## src/sv/lphm_pkg.sv

```systemverilog
// ----------------------------------------------------------------------
// lphm_pkg : shared types and constants of the linear-probe hash map
// Request classes, status codes, queue entry layout and the byte mask
// helper used by the front end.
// ----------------------------------------------------------------------
package lphm_pkg;

  localparam int unsigned TABLE_SLOTS_DEF = 256;
  localparam int unsigned VALUE_BYTES_DEF = 8;
  localparam int unsigned QUEUE_DEPTH     = 2;

  localparam int unsigned FUNC_W  = 2;
  localparam int unsigned KEY_W   = 64;
  localparam int unsigned DATA_W  = 64;
  localparam int unsigned LEN_W   = 4;
  localparam int unsigned STAT_W  = 2;
  localparam int unsigned COUNT_W = 9;
  localparam int unsigned LIMIT_W = 8;

  localparam logic [LIMIT_W-1:0] LOAD_LIMIT_RST = 8'd192;

  localparam logic [FUNC_W-1:0] FUNC_SET    = 2'd0;
  localparam logic [FUNC_W-1:0] FUNC_LOOKUP = 2'd1;
  localparam logic [FUNC_W-1:0] FUNC_REMOVE = 2'd2;

  localparam logic [STAT_W-1:0] ST_OK        = 2'd0;
  localparam logic [STAT_W-1:0] ST_NOT_FOUND = 2'd1;
  localparam logic [STAT_W-1:0] ST_FULL      = 2'd2;
  localparam logic [STAT_W-1:0] ST_BAD_KEY   = 2'd3;

  typedef enum logic [1:0] {
    OP_SET,
    OP_LOOKUP,
    OP_REMOVE,
    OP_BADKEY
  } op_t;

  typedef enum logic [1:0] {
    B_CLEAR,
    B_IDLE,
    B_PROBE
  } back_state_t;

  typedef struct packed {
    op_t                op;
    logic [KEY_W-1:0]   key;
    logic [DATA_W-1:0]  value;
    logic [LEN_W-1:0]   len;
  } req_t;

  typedef struct packed {
    logic full;
    logic empty;
  } q_stat_t;

  typedef struct packed {
    logic clearing;
  } back_stat_t;

  function automatic logic [DATA_W-1:0] byte_mask(input logic [LEN_W-1:0] len);
    logic [DATA_W-1:0] m;
    m = '0;
    for (int b = 0; b < DATA_W / 8; b++) begin
      m[b*8 +: 8] = (LEN_W'(b) < len) ? 8'hFF : 8'h00;
    end
    return m;
  endfunction

endpackage

```

## src/sv/lphm_queue.sv

```systemverilog
// ----------------------------------------------------------------------
// lphm_queue : request queue between front end and probe engine
// Small circular buffer of classified requests; lets the front end keep
// taking beats while the probe engine works or waits on the output.
// ----------------------------------------------------------------------
module lphm_queue (
  input  logic                 clk,
  input  logic                 rst_n,
  input  logic                 push,
  input  lphm_pkg::req_t       push_entry,
  input  logic                 pop,
  output lphm_pkg::req_t       head,
  output lphm_pkg::q_stat_t    q_stat
);

  localparam int unsigned DEPTH = lphm_pkg::QUEUE_DEPTH;
  localparam int unsigned PTR_W = (DEPTH > 1) ? $clog2(DEPTH) : 1;
  localparam int unsigned CNT_W = $clog2(DEPTH + 1);

  lphm_pkg::req_t     q_mem_r [DEPTH];
  logic [PTR_W-1:0]   wr_ptr_r, wr_ptr_nxt;
  logic [PTR_W-1:0]   rd_ptr_r, rd_ptr_nxt;
  logic [CNT_W-1:0]   cnt_r, cnt_nxt;

  assign head         = q_mem_r[rd_ptr_r];
  assign q_stat.full  = (cnt_r == CNT_W'(DEPTH));
  assign q_stat.empty = (cnt_r == '0);

  always_comb begin
    wr_ptr_nxt = wr_ptr_r;
    rd_ptr_nxt = rd_ptr_r;
    cnt_nxt    = cnt_r;
    if (push) begin
      wr_ptr_nxt = (wr_ptr_r == PTR_W'(DEPTH - 1)) ? '0 : wr_ptr_r + 1'b1;
    end
    if (pop) begin
      rd_ptr_nxt = (rd_ptr_r == PTR_W'(DEPTH - 1)) ? '0 : rd_ptr_r + 1'b1;
    end
    if (push && !pop) begin
      cnt_nxt = cnt_r + 1'b1;
    end else if (pop && !push) begin
      cnt_nxt = cnt_r - 1'b1;
    end
  end

  always_ff @(posedge clk) begin
    if (!rst_n) begin
      wr_ptr_r <= '0;
      rd_ptr_r <= '0;
      cnt_r    <= '0;
    end else begin
      wr_ptr_r <= wr_ptr_nxt;
      rd_ptr_r <= rd_ptr_nxt;
      cnt_r    <= cnt_nxt;
    end
  end

  always_ff @(posedge clk) begin
    if (push) begin
      q_mem_r[wr_ptr_r] <= push_entry;
    end
  end

endmodule

```

## config.mk

```make
export PLATFORM = sky130hd
export DESIGN_NAME = lphm_queue
export DESIGN_NICKNAME = d
export VERILOG_FILES = /design/src/sv/lphm_pkg.sv /design/src/sv/lphm_queue.sv
export SDC_FILE = /design/constraint.sdc
export NUM_CORES = 1
export LEC_CHECK = 0
export BUFFER_PORTS_ARGS = -buffer_cell sky130_fd_sc_hd__buf_2
export CORE_MARGIN = 5
export CORE_UTILIZATION = 31
export DETAILED_ROUTE_END_ITERATION = 10
export PLACE_DENSITY = 0.55
export SYNTH_ARGS = -nofsm -noshare
export SYNTH_HDL_FRONTEND = slang
export SYNTH_SLANG_ARGS = --single-unit
```

## constraint.sdc

```tcl
create_clock -name clk -period 15.1 [get_ports clk]
set_input_delay 1.51 -clock clk [delete_from_list [all_inputs] [get_ports clk]]
set_output_delay 1.51 -clock clk [all_outputs]
set_load 0.02 [all_outputs]
```

After elaboration in Yosys (flattened, before gate mapping)
Memories as Yosys holds them, arrays and structs flattened. A register that Yosys moved wholly into a read port is not among the register bits.
Index checks and enable logic that the tools add are counted.
{"block": "classes", "eq_ne": 1, "muxes": 8, "reduce_logical": 6, "n_addsub": 4}
{"op": "two-way mux 1 bit", "count": 6}
{"op": "two-way mux 2 bit", "count": 2}
{"op": "adder 1 bit, second input constant", "count": 2}
{"op": "adder 2 x 1 -> 2 bit, second input constant", "count": 1}
{"op": "equality test 2 bit, second input constant", "count": 1}
{"op": "logical AND 1 bit", "count": 2}
{"op": "zero test 1 bit", "count": 2}
{"op": "zero test 2 bit", "count": 1}
{"op": "nonzero test 2 bit", "count": 1}
{"op": "subtractor 2 x 1 -> 2 bit, second input constant", "count": 1}
{"block": "totals", "mem_bits_rw": 268, "out_inout_bits": 136, "elab_cells": 23, "reg_bits": 4, "input_bits": 138, "n_memories": 1}
{"name": "q_mem_r", "words": 2, "width": 134, "rd": 1, "rd_clocked_by_memory_dff": 1, "write_ports": 1, "line": "lphm_queue.sv:20", "rtl": "lphm_pkg::req_t q_mem_r [DEPTH];"}

Logic depth before layout (Yosys ltp)
{"block": "logic_depth", "ltp_word": 4, "ltp_mapped": 5, "mapped_depth_nobuf": 5}

Worst setup path before layout
OpenSTA, ideal clock, no wires.
{"block": "synth_timing", "kind": "input to register", "start": "in push", "end": "mem q_mem_r[0][0] in the netlist's numbering, enable pin", "arrival_time_ns": 7.345, "path_slack_ns": 7.110, "path_stages": 1, "setup_ns": 0.645, "path_cell_list": "nor2b_1"}
{"block": "synth_between", "elab_chain_len": 2}
{"item": "from (decl)", "line": "lphm_queue.sv:9", "rtl": "input logic push,"}
{"item": "two-way mux 1 bit", "line": "lphm_queue.sv:59", "rtl": "if (push) begin"}
{"item": "two-way mux 1 bit (not written as such)", "line": "lphm_queue.sv:60", "rtl": "q_mem_r[wr_ptr_r] <= push_entry;"}
{"item": "to (decl)", "line": "lphm_queue.sv:20"}
Every way passes these cells.

==> implementation parameters <==
Parameter                              Value

Setup path
  CP required ... approximately 14000 ps
  Worst stage delay on the critical path ... 820 ps
  Cell chain of the critical path ... buf_4, mux2_2, buf_2
  Standard cell with the maximum stage delay on the critical path ... sky130_fd_sc_hd__buf_4
  Setup crit end ... head[121]
  Category of the worst setup path capture point ... output port
  Reg2Reg Setup Slack ... about 13000 ps
  Category of the critical setup timing path ... flop to output port
  Count of cells along the worst register-to-register path ... 2
  Startpoint type of the worst setup path ... flop
  Data arrival time at the worst-slack endpoint ... approximately 2600 ps
  Critical R2R Launch ... wr_ptr_r
  Critical-path maximum fanout ... 61
  Reg-to-reg endpoint ... q_mem_r[1][41]

STA
  Setup Viol. Count Final ... 0
  Summed negative setup slack over all endpoints ... 0 ps
  Final number of hold-violating endpoints ... 0
  Unrepaired setup endpoints after global routing ... false
  Part of the cycle the worst path needs ... a little over a quarter
  Maximum frequency from static timing analysis ... 0.246 GHz
  Max-slew violation count ... 0
  Slew at the pin with the worst max-slew slack ... approximately 1100 ps
  Worst clock skew ... about 10 ps
  Final period demand of the worst path ... just over 4000 ps
  Worst slew slack as a fraction of its limit ... roughly 29%

Clocking
  Clock insertion delay at the later pin of the skew report ... about 540 ps
  Clk root buf ... sky130_fd_sc_hd__clkbuf_16
  Total number of clock tree sinks ... around 270
  Number of gates resized after CTS ... 0
  Quantity of hold-fixing buffers added after cts ... 0
  Number of clock buffers inserted by TritonCTS ... 29
  Setup Buffers After CTS ... 0
  H-Tree Depth ... 1
  CTS clock-pin slew for the worst setup and hold paths ... approximately 60 ps
  CTS tree ... yes
  Clock Path Buffers ... 3

Finish
  Area growth from synthesis to final layout ... 27.0%
  Final cell utilization of the core ... between 30% and 40%
  Fill cell instance count of the final layout ... a little over 3000
  Seq. cell area ... about 8000 µm²
  NumNets Final ... 872
  Ratio of cells with drive above 1 in the final layout ... roughly 60%
  Design Area, Final ... between 10000 and 15000 µm²
  Area of the multi-input gates ... roughly 1900 µm²

Routing
  DRC violation count after routing ... 0
  Remaining antenna violation count ... 0
  Detailed-routing iteration count for the pre-antenna-repair pass ... 4
  Total wirelength of the detailed-routed design ... roughly 20 mm
  Avg WL per Cell ... 17.1 µm
  Detailed-route vias per instance ... around 4.2
  Via count ... between 5000 and 6000
  Number of violations reported at the end of detailed-routing iteration 0 ... around 130

Status
  Result of the run ... finished, final reports clean

Yosys
  Library cell occupying the most area in the post-synthesis netlist ... sky130_fd_sc_hd__edfxtp_1
  Adder-cell area share of the yosys netlist ... 0.124%
  Register area share after synthesis ... between 80% and 90%
  Netlist Area Pre-Place ... 10100 µm²
  Seq cells post-synth ... 273
  Number of distinct standard cells referenced by the synthesized netlist ... 18
  Synth Net Count ... around 580
  Biggest area contributors in the synthesized netlist ... sky130_fd_sc_hd__edfxtp_1 79%, sky130_fd_sc_hd__mux2_4 8.9%, sky130_fd_sc_hd__mux2_2 8.2%, sky130_fd_sc_hd__dfxtp_1 0.99%, sky130_fd_sc_hd__buf_6 0.89%
  Xor and xnor fraction of the mapped netlist area ... less than 1%
  Area fraction in and, or, nand and nor cells after synthesis ... less than 1%
  Mean Syn Cell Area ... about 23 µm²
  Number of warning messages in the yosys log ... 0
  Number of standard cells after synthesis ... around 440
  Yosys top cell area share ... 79.5%
  Synthesized-area fraction occupied by ao, oa, aoi and oai cells ... less than 1%
  Dominant combinational cell family by area after synthesis ... multiplexers
  Multiplexer share of the synthesized area ... 17.1%

Floorplanning
  Area of the die ... 36400 µm²
  Chip Height ... approximately 190 µm
  # rows ... 66
  Effective utilization at floorplan ... 31.3%
  Boundary pin count ... between 200 and 300
  Core ar. ... 32400 µm²
  Chip width ... roughly 190 µm

GRT
  Global-route wire length before repair ... approximately 30 mm
  Number of global-route vias before repair ... about 5400
  Global route overflow ... 0
  Number of antenna violations at the first check in global routing ... 1
  Maximum number of pins on one net before global-route repair ... 73
  All-Layer GR Usage ... 10.7%

Run
  Max Cap Violations ... 0

Pwr
  Peak supply drop ... 0.0000794 V
  Logic pwr share ... between 10% and 20%
  Net Switching ... approximately 0.40 mW
  Internal portion of total power ... around 1.4 mW
  Net switching fraction of the power ... 22.9%
  Pwr Density ... roughly 140 nW/µm²
  Sequential cell fraction of total power ... 50.6%
  Clock share of power ... a little under two fifths
  Static Leakage ... between 4 and 5 nW

Worst hold path
  Min-Delay Path Class ... flop to flop

Placement
  Sum of net half-perimeters after detailed placement ... roughly 13 mm
  Post-place instance area ... 12000 µm²
  Port buffer count ... approximately 270
  Final weighted congestion of routability-driven global placement ... 0.701
-- sequential cells by signal, indices dropped and copies added (netlist names), named ones only --
signal / count
rd_ptr_r: 1
cnt_r: 2
q_mem_r: 268
wr_ptr_r: 1
-- final cells by class --
class	instances	area share, %
inverter	1	0.0292
antenna	1	0.0195
sequential	273	63.4
clock buffer	39	5.94
timing repair buffer	278	10.9
multi-input combinational	150	14.4
clock inverter	14	0.963
tap	442	4.30
-- placed cells by master (no fill, tap or decap) --
cell / count
sky130_fd_sc_hd__clkbuf_16: 29
sky130_fd_sc_hd__and2b_1: 1
sky130_fd_sc_hd__edfxtp_1: 268
sky130_fd_sc_hd__dfxtp_1: 4
sky130_fd_sc_hd__dfxtp_4: 1
sky130_fd_sc_hd__and2_1: 3
sky130_fd_sc_hd__inv_6: 1
sky130_fd_sc_hd__and2_4: 1
sky130_fd_sc_hd__o21a_1: 1
sky130_fd_sc_hd__xnor2_1: 1
sky130_fd_sc_hd__clkinv_1: 3
sky130_fd_sc_hd__inv_1: 1
sky130_fd_sc_hd__o21ai_0: 1
sky130_fd_sc_hd__mux2_2: 74
sky130_fd_sc_hd__nor2_1: 1
sky130_fd_sc_hd__nor2b_1: 1
sky130_fd_sc_hd__mux2_4: 60
sky130_fd_sc_hd__ha_1: 1
sky130_fd_sc_hd__buf_2: 273
sky130_fd_sc_hd__or3_1: 1
sky130_fd_sc_hd__bufinv_16: 2
sky130_fd_sc_hd__clkbuf_1: 10
sky130_fd_sc_hd__clkinv_4: 1
sky130_fd_sc_hd__clkinv_2: 7
sky130_fd_sc_hd__xor2_1: 2
sky130_fd_sc_hd__nor2b_4: 1
sky130_fd_sc_hd__a21boi_0: 1
sky130_fd_sc_hd__buf_4: 5
sky130_fd_sc_hd__diode_2: 1
-- critical path, delay by kind of cell, from the launching register on --
family / cells / cell delay, ps
muxes: 1 / 450
DFF: 1 / 490
buffers and inverters: 2 / 990
-- per-layer routing --
| metal | GRT usage (%) | wire length [µm] | vias up |
|---|---|---|---|
| met5 | 0 | 11 | - |
| li1 | - | - | 2341 |
| met4 | 2.40 | 334 | 2 |
| met2 | 18.1 | 9880 | 172 |
| met3 | 4.23 | 1910 | 34 |
| met1 | 13.0 | 8350 | 2475 |
-- cells by family (layout without fill, tap and decap cells) --
group | Yosys count | after routing
simple gates | 9 | 9
other cells | 0 | 1
flops | 273 | 273
fa+ha+maj | 1 | 1
compound gates | 3 | 3
mux | 134 | 134
xor+xnor | 3 | 3
buf+inv | 16 | 332
-- stage by stage --
step,cells,hold WS (ps),power (mW),worst slack (ps)
6_report,1198,525,1.75,11040
5_1_grt,1197,605,1.84,10870
4_1_cts,1197,522,1.79,10950
3_5_place_dp,1144,513,1.12,11150
3_3_place_gp,1144,500,1.12,11140
2_1_floorplan,439,474,1.05,7110
-- Yosys cell counts, drive strengths merged --
cell type  number
a21boi          1
xor2            2
and2            4
buf            15
o21a            1
dfxtp           5
xnor2           1
nor2b           2
nor2            1
o21ai           1
or3             1
inv             1
mux2          134
and2b           1
edfxtp        268
ha              1
-- power by group through the flow --
| stage | registers [mW] | clock network, mW | logic [mW] |
|---|---|---|---|
| 5_1_grt | 0.890 | 0.722 | 0.225 |
| 4_1_cts | 0.887 | 0.685 | 0.215 |
| 6_report | 0.887 | 0.658 | 0.209 |
| 3_3_place_gp | 0.902 | 0 | 0.214 |
| 2_1_floorplan | 0.905 | 0 | 0.140 |
| 3_5_place_dp | 0.903 | 0 | 0.215 |
-- worst min-delay path by stage --
stage	depth (start not counted)	startpoint	to	slack [ps]
global route	2	cnt_r[1]	cnt_r[1]	610
detailed placement	2	cnt_r[1]	cnt_r[1]	510
CTS	2	cnt_r[1]	cnt_r[1]	520
finish	2	cnt_r[1]	cnt_r[1]	530
floorplan	2	cnt_r[1]	cnt_r[1]	470
global placement	2	cnt_r[1]	cnt_r[1]	500
No activity file was read; power rests on OpenSTA's default activity.
