--- src/sv/lphm_pkg.sv ---
// ----------------------------------------------------------------------
// lphm_pkg : shared types and constants of the linear-probe hash map
// Request classes, status codes, queue entry layout and the byte mask
// helper used by the front end.
// ----------------------------------------------------------------------
package lphm_pkg;

  localparam int unsigned TABLE_SLOTS_DEF = 256;
  localparam int unsigned VALUE_BYTES_DEF = 8;
  localparam int unsigned QUEUE_DEPTH     = 2;

  localparam int unsigned FUNC_W  = 2;
  localparam int unsigned KEY_W   = 64;
  localparam int unsigned DATA_W  = 64;
  localparam int unsigned LEN_W   = 4;
  localparam int unsigned STAT_W  = 2;
  localparam int unsigned COUNT_W = 9;
  localparam int unsigned LIMIT_W = 8;

  localparam logic [LIMIT_W-1:0] LOAD_LIMIT_RST = 8'd192;

  localparam logic [FUNC_W-1:0] FUNC_SET    = 2'd0;
  localparam logic [FUNC_W-1:0] FUNC_LOOKUP = 2'd1;
  localparam logic [FUNC_W-1:0] FUNC_REMOVE = 2'd2;

  localparam logic [STAT_W-1:0] ST_OK        = 2'd0;
  localparam logic [STAT_W-1:0] ST_NOT_FOUND = 2'd1;
  localparam logic [STAT_W-1:0] ST_FULL      = 2'd2;
  localparam logic [STAT_W-1:0] ST_BAD_KEY   = 2'd3;

  typedef enum logic [1:0] {
    OP_SET,
    OP_LOOKUP,
    OP_REMOVE,
    OP_BADKEY
  } op_t;

  typedef enum logic [1:0] {
    B_CLEAR,
    B_IDLE,
    B_PROBE
  } back_state_t;

  typedef struct packed {
    op_t                op;
    logic [KEY_W-1:0]   key;
    logic [DATA_W-1:0]  value;
    logic [LEN_W-1:0]   len;
  } req_t;

  typedef struct packed {
    logic full;
    logic empty;
  } q_stat_t;

  typedef struct packed {
    logic clearing;
  } back_stat_t;

  function automatic logic [DATA_W-1:0] byte_mask(input logic [LEN_W-1:0] len);
    logic [DATA_W-1:0] m;
    m = '0;
    for (int b = 0; b < DATA_W / 8; b++) begin
      m[b*8 +: 8] = (LEN_W'(b) < len) ? 8'hFF : 8'h00;
    end
    return m;
  endfunction

endpackage

--- src/sv/lphm_front.sv ---
// ----------------------------------------------------------------------
// lphm_front : request intake and classification
// Takes request beats, sorts them into set / lookup / remove / bad key,
// saturates the value length, masks unused value bytes and pushes the
// result into the request queue.
// ----------------------------------------------------------------------
module lphm_front #(
  parameter int unsigned VALUE_BYTES = lphm_pkg::VALUE_BYTES_DEF
) (
  input  logic                            in_valid,
  output logic                            in_stall,
  input  logic [lphm_pkg::FUNC_W-1:0]     in_func,
  input  logic [lphm_pkg::KEY_W-1:0]      in_key_hash,
  input  logic [lphm_pkg::DATA_W-1:0]     in_value_data,
  input  logic [lphm_pkg::LEN_W-1:0]      in_value_len,
  input  lphm_pkg::q_stat_t               q_stat,
  input  lphm_pkg::back_stat_t            back_stat,
  output logic                            q_push,
  output lphm_pkg::req_t                  q_entry
);

  logic [lphm_pkg::LEN_W-1:0] len_sat;

  assign in_stall = q_stat.full | back_stat.clearing;
  assign q_push   = in_valid & ~in_stall;

  always_comb begin
    len_sat = (in_value_len > lphm_pkg::LEN_W'(VALUE_BYTES)) ?
              lphm_pkg::LEN_W'(VALUE_BYTES) : in_value_len;

    q_entry.key   = in_key_hash;
    q_entry.len   = len_sat;
    q_entry.value = in_value_data & lphm_pkg::byte_mask(len_sat);

    if (in_key_hash == '0) begin
      q_entry.op = lphm_pkg::OP_BADKEY;
    end else begin
      case (in_func)
        lphm_pkg::FUNC_SET:    q_entry.op = lphm_pkg::OP_SET;
        lphm_pkg::FUNC_REMOVE: q_entry.op = lphm_pkg::OP_REMOVE;
        // unused code behaves as a lookup
        default:               q_entry.op = lphm_pkg::OP_LOOKUP;
      endcase
    end
  end

endmodule

--- config.mk ---
export PLATFORM = sky130hd
export DESIGN_NAME = lphm_front
export DESIGN_NICKNAME = d
export VERILOG_FILES = /design/src/sv/lphm_pkg.sv /design/src/sv/lphm_front.sv
export SDC_FILE = /design/constraint.sdc
export NUM_CORES = 1
export LEC_CHECK = 0
export BUFFER_PORTS_ARGS = -buffer_cell sky130_fd_sc_hd__buf_2
export CORE_AREA = 4 4 105 107
export DETAILED_ROUTE_END_ITERATION = 6
export DIE_AREA = 0 0 109 111
export PLACE_DENSITY = 0.5
export RECOVER_POWER = 50
export SYNTH_ARGS = -nofsm -noshare
export SYNTH_HDL_FRONTEND = slang
export SYNTH_SLANG_ARGS = --single-unit
--- constraint.sdc ---
create_clock -name vclk -period 1.2
set_clock_uncertainty 0.2 [all_clocks]
set_input_delay 0.06 -clock vclk [all_inputs]
set_output_delay 0.06 -clock vclk [all_outputs]
set_load 0.01 [all_outputs]
=== After elaboration in Yosys (flattened, before gate mapping) ===
Index checks and enable logic that the tools add are counted.

* Order comparisons: 9
* Mux-type cells: 11
* Equal/unequal tests: 1
* Bitwise operators: 4
* Reductions and logical operators: 2

{| class="wikitable"
|+ Operators by type and width
! operator !! count
|-
| 64-bit AND || 1
|-
| 64-bit zero test || 1
|-
| 8-bit 2-to-1 mux || 8
|-
| 3-bit by 4-bit < comparator with 1-bit output, first input constant || 4
|-
| 1-bit by 4-bit < comparator with 1-bit output, first input constant || 2
|-
| 2-bit by 4-bit < comparator with 1-bit output, first input constant || 2
|-
| 4-bit > comparator, second input constant || 1
|-
| 4-bit 2-to-1 mux || 1
|-
| 2-bit one-hot mux with 2 select lines || 1
|-
| 2-bit equality test, second input constant || 1
|-
| 2-bit zero test || 1
|-
| 2-bit 2-to-1 mux || 1
|-
| 1-bit AND || 1
|-
| 1-bit NOT || 1
|-
| 1-bit bitwise OR || 1
|}

* Output and inout port bits: 136
* Bits in registers: 0
* Logic and storage cells: 27
* Input port bits: 138

=== Logic depth before layout (Yosys ltp) ===
Gate-level depths: netlist of run 1.

* Depth in word-level cells: 5
* Depth in mapped cells: 4
* Gate-level depth less buffers: 4

=== Least setup slack after synthesis of run 1 ===
No wires, ideal clock.

* Path kind: in2out
* From: input port in_key_hash[35] (netlist bit)
* To: output port q_entry[132] (netlist bit)
* Required time: 0.940 ns
* Arrival: 0.897 ns
* Stages: 4
* Path slack: 0.043 ns
* Buffers on the path: 0
* Path through: nor4_1 > nand4_1 > nor4_2 > or2_1

{| class="wikitable"
|+ RTL lines
! what !! RTL line !! RTL
|-
| start, declared || lphm_front.sv:13 || <nowiki>input logic [lphm_pkg::KEY_W-1:0] in_key_hash,</nowiki>
|-
| end, declared || lphm_front.sv:19 || <nowiki>output lphm_pkg::req_t q_entry</nowiki>
|}

==> summary.txt, run 1 <==
Status
  • Status: finished with violations
  • Failing checks: setup timing

Placement
  • Placed insts: about 560
  • Placed cell areas: between 2000 and 3000 um^2
  • DP HPWL: 9076 um
  • Routability cong.: 0.9164
  • IO Port Bufs: 273

Timing
  • Max Slew Vio Count: 0
  • RSZ-0062 raised after global routing: yes
  • Post-layout worst setup margin: -338.7 ps
  • Tmin final: around 1500 ps
  • Worst-Margin Slew: about 370 ps
  • Final Cycle Share: 1.282
  • Worst hold slack: roughly 140 ps
  • Final-report setup violation count: 2
  • Fin. Hold Viols: 0
  • Maximum clock frequency: around 650 MHz
  • Setup TNS: -655.6 ps
  • Relative slew slack: 0.7532

Detailed routing
  • Vias per cell: between 3 and 4
  • DR vias: 2,179
  • Drt wl/cell: between 15 and 20 um
  • 1st-iter DRT viols: 53
  • Antenna Violating Nets Remaining: 0
  • DR pass1 iterations: 4
  • # DRC: 0
  • Post-Route WL: roughly 9700 um

Logic synthesis
  • Register area share after synthesis: 0
  • Syn nets: 308
  • Mean Syn Cell Area: between 6 and 7 um^2
  • Post-synthesis cell area: 1164 um^2
  • Synth unique cells: 21
  • Post-Synthesis Cells: 170
  • Synth Warn #: 0

Floorplanning
  • Die X: 109 um
  • CORE AREA: 10,140 um^2
  • Die area: roughly 12,000 um^2
  • Die Y: roughly 110 um
  • IO Pins: 274
  • # rows: 37
  • Initial Util: 0.1148

Final layout
  • Layout clock buffer count: 0
  • Layout sequential cell count: 0
  • Most common cell after layout, fill and taps aside: buf_2
  • Post-Layout Cell Count: roughly 560
  • NumNets Final: roughly 570
  • Fraction of layout cells with a size suffix above 1: 0.6511
  • Commonest non-fill, non-tap cells in the layout: buf_2, clkbuf_1, nor2b_1, buf_4, buf_6
  • Sequential Area: 0 um^2
  • Synthesis-to-layout area growth: 131.2%
  • Fill count: around 1,200
  • Number of inserted diodes: 0
  • Fin area: 2690 um^2
  • Multi-input logic area: roughly 760 um^2

Pwr
  • PwrDens: roughly 380 nW/um^2
  • Worst VDD drop: about 0.14 mV
  • Tot Pwr: 1.032 mW
  • Leakage Power: around 1.4 nW

Worst setup path
  • Critical Path RT: between 900 and 1000 ps
  • Critical path peak fanout: 2
  • Kind of critical path: in2out
  • Crit path arrival time: ~1300 ps
  • CP Capture Type: output port
  • Worst Setup SP: in_key_hash[1]
  • Critical path launch point type: input pin

Global route
  • Vias in the first global route: 2,269
  • Largest net degree at the start of global routing: 11
  • Initial antenna violation count: 0
  • Gr ovfl total: 0
  • First-pass GRT wire length: between 10,000 and 15,000 um
  • GRT Overall Usage: 0.1396

Run
  • Max Cap Viol: 0

Hold path
  • WHS Endpoint: q_entry[113]
  • Worst min path class: in2out
  • Hold Path Origin: in_key_hash[45]
  • Hold depth: 2

Clock network
  • Post-CTS setup buffers: 0
[what timing repair did]
action	CTS	global route
resized for setup	21	13
gates cloned	0	0
hold buffers	0	0
pin swaps	8	6
endpoints found under the setup margin	33	29
[cells in the mapped netlist]
master | number | area (um^2)
nand4_1 | 4 | 25.02
nor4_1 | 15 | 93.84
nor2b_1 | 58 | 362.9
buf_2 | 1 | 5.000
o21a_1 | 1 | 7.510
nor2_1 | 3 | 11.26
a21oi_1 | 1 | 5.000
or2_1 | 1 | 6.260
a21o_1 | 1 | 7.510
and2b_1 | 1 | 7.510
a31oi_1 | 1 | 6.260
a211oi_2 | 1 | 12.51
nor3_2 | 1 | 10.01
and2_1 | 8 | 50.05
buf_4 | 64 | 480.5
nor4_4 | 1 | 21.27
inv_1 | 2 | 7.510
or2_2 | 1 | 6.260
clkbuf_1 | 2 | 7.510
clkbuf_2 | 1 | 5.000
nor4_2 | 2 | 25.02
[worst max-delay path, cell delays in order]
cell and delay [ps]:
buf_2 120, nor4_2 280, nand4_1 160, nor4_2 290, buf_4 160, or2_1 90
buf_2 120
[worst max-delay path by stage]
stage                               to  slack, ps  depth (start not counted)
after floorplan           q_entry[132]         40                          4
after global placement    q_entry[132]       -440                          8
after detailed placement  q_entry[132]       -480                          8
after CTS                 q_entry[132]       -360                          7
after global routing      q_entry[132]       -470                          7
final                     q_entry[132]       -340                          7
[through the flow]
step                        util  setup slack, ps
after detailed placement  0.2557           -481.0
final                     0.2653           -338.7
after global routing      0.2653           -474.1
after global placement    0.2557           -442.8
after floorplan                -            42.88
after CTS                 0.2672           -364.2
[where the power goes]
group / internal [mW] / switching, mW / leakage (nW)
Clock: 0 / 0 / 0
Sequential: 0 / 0 / 0
Combinational: 0.510 / 0.522 / 1.44
[final cells by class]
cell class / instances / share of cell area
inverters: 2 / 0.002791
repair buffers: 325 / 0.6512
multi-input cells: 100 / 0.2828
well taps: 136 / 0.06326
[logic make-up (layout without fill, tap and decap cells)]
family	after synthesis	in the layout	share of synthesized area
compound gates	5	5	0.03334
buf+inv	70	327	0.4344
simple gates	95	95	0.5323
[metal layers]
layer | share of wire | GRT usage | up-vias | wire (um)
met5 | 0 | 0 | - | 0
met3 | 0.12 | 0.03145 | 16 | 1149
met4 | 0.050 | 0.05808 | 0 | 486
met2 | 0.59 | 0.3210 | 176 | 5688
met1 | 0.24 | 0.09419 | 977 | 2329
li1 | - | - | 1010 | -
No activity file was read; power rests on OpenSTA's default activity.
==> inputs of run 2 (changes only) <==
--- a/config.mk
+++ b/config.mk
@@ -11,6 +11,7 @@
 export DIE_AREA = 0 0 109 111
 export PLACE_DENSITY = 0.5
 export RECOVER_POWER = 50
+export REMOVE_ABC_BUFFERS = 1
 export SYNTH_ARGS = -nofsm -noshare
 export SYNTH_HDL_FRONTEND = slang
 export SYNTH_SLANG_ARGS = --single-unit
==> constraint.sdc (replaced) <==
create_clock -name vclk -period 1.6
set_clock_uncertainty 0.2 [all_clocks]
set_input_delay 0.08 -clock vclk [all_inputs]
set_output_delay 0.08 -clock vclk [all_outputs]
set_load 0.01 [all_outputs]
==> run 2 against run 1 <==
Effect of this change:
- via count down 9.6%
- wire length shrank 3.5%
- combinational power shrank 30%
- first-iteration DRC count increased by 28%
- the run still ends with setup timing left
==> summary.txt, run 2 (synthesis gave the netlist of run 1 again) <==
Final layout
  • Layout clock buffer count: 0 (unchanged)
  • Fill count: 1,156 (was 1,205)
  • Fraction of layout cells with a size suffix above 1: 0.7632 (was 0.6511)
  • Synthesis-to-layout area growth: 114.2% (was 131.2%)
  • Sequential Area: 0 um^2 (unchanged)
  • Multi-input logic area: 800.8 um^2 (was 760.7 um^2)
  • Commonest non-fill, non-tap cells in the layout: buf_2, nor2b_1, buf_6 (was buf_2, clkbuf_1, nor2b_1, buf_4, buf_6)
  • Util after Layout: 0.2458 (was 0.2653)
  • Number of inserted diodes: 0 (unchanged)
  • Most common cell after layout, fill and taps aside: buf_2 (unchanged)
  • Layout sequential cell count: 0 (unchanged)
  • NumNets Final: 520 (was 567)

Global route
  • GRT Overall Usage: 0.1350 (was 0.1396)
  • First-pass GRT wire length: 12,380 um (was 12,660 um)
  • Global-route track usage on met2: 0.2523 (was 0.3210)
  • Met1 Use GR: 0.1257 (was 0.09419)
  • Gr ovfl total: 0 (unchanged)
  • Initial antenna violation count: 0 (unchanged)
  • Vias in the first global route: 2,039 (was 2,269)
  • Grt met3 use: 0.05591 (was 0.03145)
  • Most used routing layer: met2 (unchanged)
  • Largest net degree at the start of global routing: 13 (was 11)

Worst setup path
  • Crit path arrival time: 1350 ps (was 1280 ps)
  • CP delay by family, top: simple AND/OR/NAND/NOR gates (unchanged)
  • CP Capture Type: output port (unchanged)
  • Critical path launch point type: input pin (unchanged)
  • Buf+Inv Stages, Crit Path: 2 (was 3)
  • Kind of critical path: in2out (unchanged)
  • Crit-path cells: buf_2 -> nor4_1 -> nand4_1 -> nor4_4 -> or2_1 -> buf_2 (was buf_2 -> nor4_2 -> nand4_1 -> nor4_2 -> buf_4 -> or2_1 -> buf_2)
  • Worst path slowest cell: nor4_4 (was nor4_2)
  • Critical Path RT: 1320 ps (was 940 ps)
  • Critical path peak fanout: 2 (unchanged)
  • Critical path's largest stage delay: 340 ps (was 290 ps)
  • CP most frequent cell: buf_2

Timing
  • Worst-Margin Slew: 586.1 ps (was 369.1 ps)
  • Max Slew Vio Count: 0 (unchanged)
  • Final Cycle Share: 1.017
  • RSZ-0062 raised after global routing: yes (unchanged)
  • Post-layout worst setup margin: -26.88 ps (was -338.7 ps)
  • Relative slew slack: 0.6093 (was 0.7532)
  • Final-report setup violation count: 1 (was 2)
  • Tmin final: between 1500 and 2000 ps
  • Fin. Hold Viols: 0 (unchanged)
  • Maximum clock frequency: between 600 and 700 MHz

Detailed routing
  • DR pass1 iterations: 4 (unchanged)
  • Vias per cell: 3.818 (was 3.870)
  • Antenna Violating Nets Remaining: 0 (unchanged)
  • 1st-iter DRT viols: 68 (was 53)
  • DR vias: 1,970 (was 2,179)
  • Post-Route WL: 9316 um (was 9653 um)
  • Drt wl/cell: 18.05 um (was 17.15 um)
  • # DRC: 0 (unchanged)

Run
  • Max Cap Viol: 0 (unchanged)

Floorplanning
  • Die area: 12,100 um^2 (unchanged)
  • Die Y: 111 um (unchanged)
  • IO Pins: 274 (unchanged)
  • # rows: 37 (unchanged)
  • CORE AREA: 10,140 um^2 (unchanged)
  • Die X: 109 um (unchanged)
  • Initial Util: 0.1148 (unchanged)

Pwr
  • Tot Pwr: 0.7220 mW (was 1.032 mW)
  • Leakage Power: 1.406 nW (was 1.439 nW)
  • PwrDens: 289.7 nW/um^2 (was 383.7 nW/um^2)
  • Worst VDD drop: 0.1338 mV (was 0.1449 mV)

Status
  • Failing checks: setup timing (unchanged)
  • Status: finished with violations (unchanged)

Clock network
  • Post-CTS Hold Buffers: 0 (unchanged)

Hold path
  • Worst min path class: in2out (unchanged)

Placement
  • DP HPWL: 8637 um (was 9076 um)
  • IO Port Bufs: 273 (unchanged)
  • Routability cong.: 0.8892 (was 0.9164)
-- run 2: per-layer routing --
metal / vias to the layer above / routed length, um
met5: - / 0
met4: 0 / 436
met3: 16 / 1403
met2: 180 / 4643
met1: 857 / 2833
li1: 917 / -
-- run 2: path summary, 6_finish.rpt --
check	startpoint	to	slack, ps	cells past startpoint
setup / recovery	in_key_hash[30]	q_entry[132]	-30	6
hold / removal	in_key_hash[38]	q_entry[106]	160	2
-- run 2: cell type report --
| type | instances | area share |
|---|---|---|
| Inverter | 2 | 0.003012 |
| Multi-Input combinational cell | 100 | 0.3213 |
| Tap cell | 136 | 0.06827 |
| Timing Repair Buffer | 278 | 0.6074 |
-- run 2: report_power, final --
group | internal [mW] | total [mW] | switching, mW | leakage, nW
registers | 0 | 0 | 0 | 0
clock network | 0 | 0 | 0 | 0
logic | 0.349 | 0.722 | 0.373 | 1.41
total | 0.349 | 0.722 | 0.373 | 1.41
-- run 2: per-stage QoR --
step	TNS, ps	instances	setup WS [ps]	instance area (um^2)	hold slack, ps
finish	-26.88	516	-26.88	2492	164.7
global route	-146.4	516	-92.22	2492	171.3
CTS	-17.70	516	-17.70	2431	148.4
detailed placement	-241.9	516	-148.8	2240	163.0
global placement	-250.3	516	-156.3	2240	163.1
floorplan	0	102	402.9	665.6	-40.00
-- run 2: what timing repair did --
action,in CTS,in global routing
pin swaps,15,10
setup buffers,0,0
setup endpoints to repair,2,2
resized for setup,33,15
==> inputs of run 3 (changes only) <==
--- a/config.mk
+++ b/config.mk
@@ -6,10 +6,12 @@
 export NUM_CORES = 1
 export LEC_CHECK = 0
 export BUFFER_PORTS_ARGS = -buffer_cell sky130_fd_sc_hd__buf_2
-export CORE_AREA = 4 4 105 107
+export CELL_PAD_IN_SITES_DETAIL_PLACEMENT = 0
+export CELL_PAD_IN_SITES_GLOBAL_PLACEMENT = 2
+export CORE_MARGIN = 4
+export CORE_UTILIZATION = 10
 export DETAILED_ROUTE_END_ITERATION = 6
-export DIE_AREA = 0 0 109 111
-export PLACE_DENSITY = 0.5
+export PLACE_DENSITY = 0.95
 export RECOVER_POWER = 50
 export REMOVE_ABC_BUFFERS = 1
 export SYNTH_ARGS = -nofsm -noshare
==> constraint.sdc (replaced) <==
create_clock -name vclk -period 1.4
set_clock_uncertainty 0.2 [all_clocks]
set_input_delay 0.07 -clock vclk [all_inputs]
set_output_delay 0.07 -clock vclk [all_outputs]
set_load 0.01 [all_outputs]
==> run 3 against run 2 <==
Effect of this change:
- the run still ends with setup timing left
- largest cell class unchanged
- largest power group unchanged
- die area rose by 11%
- cell area increased by 4.5%
- clock-buffer cell count is the same
- sequential share of layout area is the same
- wire length fell by 6.7%
- sequential cell count unchanged
- utilization is 1.8 points lower
- highest routed layer unchanged
- power is 16% higher
- non-clock buffer count increased by 22
- worst setup slack worse by 110 ps
==> summary.txt, run 3 (synthesis gave the netlist of run 1 again) <==
Status
  • Status: finished with violations (unchanged)
  • Failing checks: setup timing (unchanged)

Timing
  • Tmin final: roughly 1500 ps
  • RSZ-0062 raised after global routing: yes (unchanged)
  • Setup TNS: -248.2 ps (was -26.88 ps)
  • Final-report setup violation count: 2 (was 1)
  • Post-layout worst setup margin: -137.2 ps (was -26.88 ps)
  • Maximum clock frequency: 650.5 MHz
  • Max Slew Vio Count: 0 (unchanged)
  • Fin. Hold Viols: 0 (unchanged)
  • Relative slew slack: 0.6874 (was 0.6093)
  • Worst-Margin Slew: 466.4 ps (was 586.1 ps)
  • Final Cycle Share: 1.098

Detailed routing
  • Post-Route WL: 8694 um (was 9316 um)
  • # DRC: 0 (unchanged)
  • DR vias: 2,067 (was 1,970)
  • Vias per cell: 3.786 (was 3.818)
  • 1st-iter DRT viols: 34 (was 68)
  • Drt wl/cell: 15.92 um (was 18.05 um)
  • Antenna Violating Nets Remaining: 0 (unchanged)
  • DR pass1 iterations: 4 (unchanged)

Floorplanning
  • Die Y: 115.9 um (was 111 um)
  • Die area: 13,430 um^2 (was 12,100 um^2)
  • Initial Util: 0.1019 (was 0.1148)
  • CORE AREA: 11,420 um^2 (was 10,140 um^2)
  • IO Pins: 274 (unchanged)
  • # rows: 39 (was 37)
  • Die X: 115.9 um (was 109 um)

Final layout
  • Sequential Area: 0 um^2 (unchanged)
  • Fin area: 2604 um^2 (was 2492 um^2)
  • NumNets Final: 542 (was 520)
  • Layout clock buffer count: 0 (unchanged)
  • Fraction of layout cells with a size suffix above 1: 0.7861 (was 0.7632)
  • Util after Layout: 0.2280 (was 0.2458)
  • Layout sequential cell count: 0 (unchanged)
  • Synthesis-to-layout area growth: 123.8% (was 114.2%)
  • Multi-input logic area: 753.2 um^2 (was 800.8 um^2)
  • Commonest non-fill, non-tap cells in the layout: buf_2, nor2b_1, buf_4, buf_6, nor4_2 (was buf_2, nor2b_1, buf_6)
  • Most common cell after layout, fill and taps aside: buf_2 (unchanged)
  • Fill count: 1,289 (was 1,156)

Placement
  • IO Port Bufs: 273 (unchanged)
  • DP HPWL: 8108 um (was 8637 um)
  • Placed cell areas: 2414 um^2 (was 2240 um^2)
  • Routability cong.: 0.9367 (was 0.8892)
  • Pre-CTS setup slack: -182.4 ps (was -148.8 ps)

Clock network
  • Post-CTS Hold Buffers: 0 (unchanged)

Hold path
  • Hold depth: 2 (unchanged)
  • Worst min path class: in2out (unchanged)
  • Hold Path Origin: in_key_hash[38] (unchanged)
  • WHS Endpoint: q_entry[106] (unchanged)

Pwr
  • Worst VDD drop: 0.1382 mV (was 0.1338 mV)
  • Tot Pwr: 0.8384 mW (was 0.7220 mW)
  • Leakage Power: 1.496 nW (was 1.406 nW)
  • PwrDens: 322.0 nW/um^2 (was 289.7 nW/um^2)

Worst setup path
  • Critical Path RT: 1130 ps (was 1320 ps)
  • Critical path peak fanout: 2 (unchanged)
  • Kind of critical path: in2out (unchanged)
  • Crit path arrival time: 1270 ps (was 1350 ps)
  • CP Capture Type: output port (unchanged)
  • Worst Setup SP: in_key_hash[36] (was in_key_hash[30])
  • Critical path launch point type: input pin (unchanged)

Global route
  • First-pass GRT wire length: 10,980 um (was 12,380 um)
  • Largest net degree at the start of global routing: 20 (was 13)
  • Gr ovfl total: 0 (unchanged)
  • GRT Overall Usage: 0.1074 (was 0.1350)
  • Initial antenna violation count: 1 (was 0)
  • Vias in the first global route: 1,960 (was 2,039)

Run
  • Max Cap Viol: 0 (unchanged)
run 3: changes by cell type in the layout (fill, tap and decap cells not counted), moves of 2 or more:
| cell | previous run | this run |
|---|---|---|
| nor4_1 | 2 | 5 |
| nor4_4 | 8 | 4 |
| clkbuf_1 | 7 | 2 |
| buf_6 | 19 | 12 |
| buf_4 | 5 | 27 |
| buf_2 | 247 | 257 |
| buf_8 | 0 | 2 |
run 3: routing by layer:
layer / vias to the layer above / wire length (um) / GRT usage
met1: 923 / 2465 / 0.09159
met3: 14 / 954 / 0.01984
met5: - / 0 / 0
li1: 960 / - / -
met4: 0 / 325 / 0.04486
met2: 170 / 4948 / 0.2332
run 3: repair_timing:
item / 4_1_cts / 5_1_grt
setup buffers: 0 / 0
setup endpoints to repair: 2 / 11
pin swaps: 9 / 7
resized for setup: 17 / 16
run 3: metrics by stage:
| stage | hold slack, ps | std cells |
|---|---|---|
| global placement | 145.3 | 545 |
| floorplan | -60.00 | 102 |
| CTS | 131.5 | 545 |
| finish | 140.0 | 546 |
| global route | 144.5 | 546 |
| detailed placement | 142.9 | 545 |
run 3: power breakdown:
group / internal [mW] / switching (mW) / leakage (nW)
clock: 0.0000000967 / 0 / 0.00000634
combinational: 0.428 / 0.410 / 1.50
sequential: 0 / 0 / 0
total: 0.428 / 0.410 / 1.50
run 3: area by class of cell:
| cell class | instances | area share |
|---|---|---|
| timing repair buffer | 300 | 0.6382 |
| antenna | 1 | 0.0009611 |
| inverter | 2 | 0.002883 |
| tap | 143 | 0.06872 |
| multi-input combinational | 100 | 0.2893 |
run 3: how the worst max path moves through the flow:
stage / end / slack (ps) / cells after the start
6_report: q_entry[132] / -140 / 6
5_1_grt: q_entry[132] / -190 / 6
4_1_cts: q_entry[132] / -70 / 6
3_5_place_dp: q_entry[132] / -180 / 6
3_3_place_gp: q_entry[132] / -180 / 6
2_1_floorplan: q_entry[132] / 220 / 4
run 3: worst max-delay path, cell delays in order:
cell	delay, ps
buf_8	100
nor4_4	260
nand4_1	190
nor4_2	370
or2_1	150
buf_2	130
